$ cat config.mk
export PLATFORM = sky130hd
export DESIGN_NAME = rst_ram
export DESIGN_NICKNAME = d
export VERILOG_FILES = /design/src/hdl/rst_ram.sv
export SDC_FILE = /design/constraint.sdc
export NUM_CORES = 2
export LEC_CHECK = 0
export CORE_MARGIN = 1
export CORE_UTILIZATION = 60
export CTS_CLUSTER_SIZE = 25
export DETAILED_ROUTE_END_ITERATION = 6
export DONT_BUFFER_PORTS = 1
export PLACE_DENSITY = 0.78
export SYNTH_ARGS = -nofsm -noshare
export SYNTH_HDL_FRONTEND = slang
export SYNTH_SLANG_ARGS = --single-unit
$ cat constraint.sdc
create_clock -name i_clk -period 5.8 [get_ports i_clk]
set_input_delay 1.16 -clock i_clk [delete_from_list [all_inputs] [get_ports i_clk]]
set_output_delay 1.16 -clock i_clk [all_outputs]
set_load 0.005 [all_outputs]
$ cat src/hdl/rst_ram.sv
// ----------------------------------------------------------------------------
// rst_ram - generic single-port synchronous RAM
// One address per cycle, always read and optionally written; read data registered (old data on a write).
// ----------------------------------------------------------------------------
`default_nettype none
module rst_ram #(
    parameter int unsigned WIDTH = 8,
    parameter int unsigned DEPTH = 256
) (
    input  wire logic                     i_clk,
    input  wire logic                     i_we,
    input  wire logic [$clog2(DEPTH)-1:0] i_addr,
    input  wire logic [WIDTH-1:0]         i_wdata,
    output logic      [WIDTH-1:0]         o_rdata
);
    logic [WIDTH-1:0] r_mem [DEPTH];

    always_ff @(posedge i_clk) begin
        if (i_we) begin
            r_mem[i_addr] <= i_wdata;
        end
        o_rdata <= r_mem[i_addr];
    end
endmodule
`default_nettype wire

==> run metrics <==
fin crit share=between 90% and 100%; critical path required time=6410 ps; first-pass GRT wire length=approximately 270000 um; pwr/cell area=between 300 and 400 nW/um2; post-cts sizing count=0; Slew HR=-112.7%; GR Util All Layers=approximately 28%; setup TNS=0 ps; Worst Setup End Kind=flip-flop; Final min period=about 5400 ps; Mean Syn Cell Area=22.13 um2; mapped cell area=78490 um2; placed instance area=80290 um2; via count=38240; share of cells above drive strength 1=between 20% and 30%; PortBufs=0; Post-synth EDFFs=2048; top routing layer in use=met5; top-count cell post-synth=edfxtp_1; met2 WL=86870 um; Metal-1 WL=just under 70000 um; most frequent cells after synthesis=edfxtp_1, mux4_2, a22oi_1; R2R setup slack=2720 ps; Max VDD drop=roughly 0.35 mV; Synth Area in Compound Gates=between 3 and 4%; Max Cap Viol=1; largest net degree at the start of global routing=519; path type of the worst min-delay path=input port to flip-flop; core region area=around 130000 um2; overall routed net length=182200 um; post-synthesis mux area share=between 10% and 20%; number of global-route vias before repair=just under 40000; Cell Count, Final, Fillers Out=5480; clock transition at the registers of the reported paths=~60 ps; Slew @ Worst Pin=about 3200 ps; root buffer cell=clkbuf_16; Std-Cell Rows=132; sequential fraction of the synthesis area=between 70% and 80%; Synth Area in XOR/XNOR=0%; final layout net count=roughly 3600; Ports=26; critical path class=input port to flip-flop; synth unique cells=22; area share of fa/ha/maj cells after synthesis=0%; Synth Area in Simple Gates=about 1.7%; GRT Residual Overflow=0; CTS max path bufs=3; clk_lat worst skew=830 ps; die width=~360 um; final-report hold violation count=0; Synth Net Count=between 3000 and 4000; largest family of logic cells by synthesized area=multiplexers; violations in the final reports=design-rule violations, max-capacitance violations, max-slew violations; top post-synthesis cells by area=edfxtp_1, mux4_2, a22oi_1; Die H=approximately 360 um; Pre-Repair DR Iteration Count=7; final setup violation count=0; vias per cell=6.978; CP max FO=just over 500; Residual DRC=1; Synthesis Warnings=0; wire length on met3=21540 um; post-synth top area cell=edfxtp_1; Post-CTS Hold Fix Bufs=0; Yosys reg bits=2056; Slew Limit Fails=321; Final GP Congestion=between 0.8 and 0.9; Leak Pwr=around 26 nW; Top FF cell, synth=edfxtp_1; Synth top area share=between 70% and 80%; design area=86660 um2; # fillers=7628; Num CTS Buffers=about 190; Startpoint Class=input port; CTS tree=built; DP HPWL=around 90000 um; Final Skew=around 38 ps; Area Growth Syn to Fin=10.40%; Die ar.=roughly 130000 um2; placed cells=approximately 5000; H-tree levels=4; initial antenna violation count=7; Tot Pwr=between 30 and 40 mW; RSZ-0062 raised after global routing=false; Final ANT Viol Nets=0; status=finished with violations; Initial Utilization=around three fifths; CTS Sinks=a little over 2000; Setup Fix Bufs, Post-CTS=0; crit path DAT=roughly 6000 ps; detail-routed net length per standard cell=33.24 um; fmax=0.1854 GHz; post-synthesis cell count=between 3000 and 4000; initial DRC count=about 5500; Post-synth ARST share=0%
-- cells in the final DEF, fill, tap and decap left out, drive strengths merged --
cell / instances
o41ai: 32
nand2b: 6
nand3: 13
or2: 2
edfxtp: 2048
diode: 6
a21oi: 128
inv: 8
or3: 1
and2: 3
clkbuf: 242
nand2: 28
dfxtp: 8
clkinvlp: 10
clkinv: 67
nand4: 8
nor2: 232
a22oi: 256
bufinv: 25
nor2b: 7
nor3: 30
buf: 66
mux4: 512
-- cell type report --
type | instances | area (um2) | area share, %
Sequential cell | 2056 | 61660 | 71.15
Timing Repair Buffer | 66 | 558.0 | 0.6440
Multi-Input combinational cell | 1258 | 15890 | 18.34
Clock buffer | 242 | 5056 | 5.835
Antenna cell | 6 | 15.01 | 0.01733
Inverter | 1 | 3.754 | 0.004332
Tap cell | 1742 | 2180 | 2.515
Clock inverter | 109 | 1290 | 1.489
-- metal layers --
metal	up-vias	global-route usage, %
li1	15110	-
met5	-	0
met2	2699	43.11
met3	426	7.658
met4	12	10.06
met1	19990	39.77
-- sequential cells by signal (all words and copies together), names as in the netlist --
register,count
r_mem,2048
o_rdata,8
-- where the power goes --
group	switching, mW	total (mW)	internal [mW]
clock network	5.47	12.8	7.31
registers	0.0241	16.4	16.4
logic	0.434	0.881	0.447
total	5.93	30.1	24.1
-- per-stage QoR --
step	util (%)	worst slack, ps	hold WS (ps)
finish	66.84	404.9	455.8
CTS	66.82	2343	416.8
detailed placement	61.93	1513	978.6
global placement	61.86	1127	957.6
global route	66.83	2055	418.3
floorplan	-	2421	819.1
-- path summary, 6_finish.rpt --
check	from	endpoint	cells after the start
min	i_wdata[6]	r_mem[87][6]	0
max	i_addr[0]	o_rdata[7]	5
max reg2reg	r_mem[250][3]	o_rdata[3]	5
min reg2reg	r_mem[40][5]	o_rdata[5]	5
-- worst max-delay path: stages --
cell	delay [ps]
mux4_2	1580
a22oi_1	290
a21oi_1	180
o41ai_1	1110
nand4_1	230
-- cells by family (layout without fill, tap and decap cells) --
kind of cell / Yosys count / count (layout)
flops: 2056 / 2056
mux: 512 / 512
compound gates: 416 / 416
simple gates: 330 / 330
buf+inv: 233 / 418
other cells: 0 / 6
(Power assumes the default switching activity.)
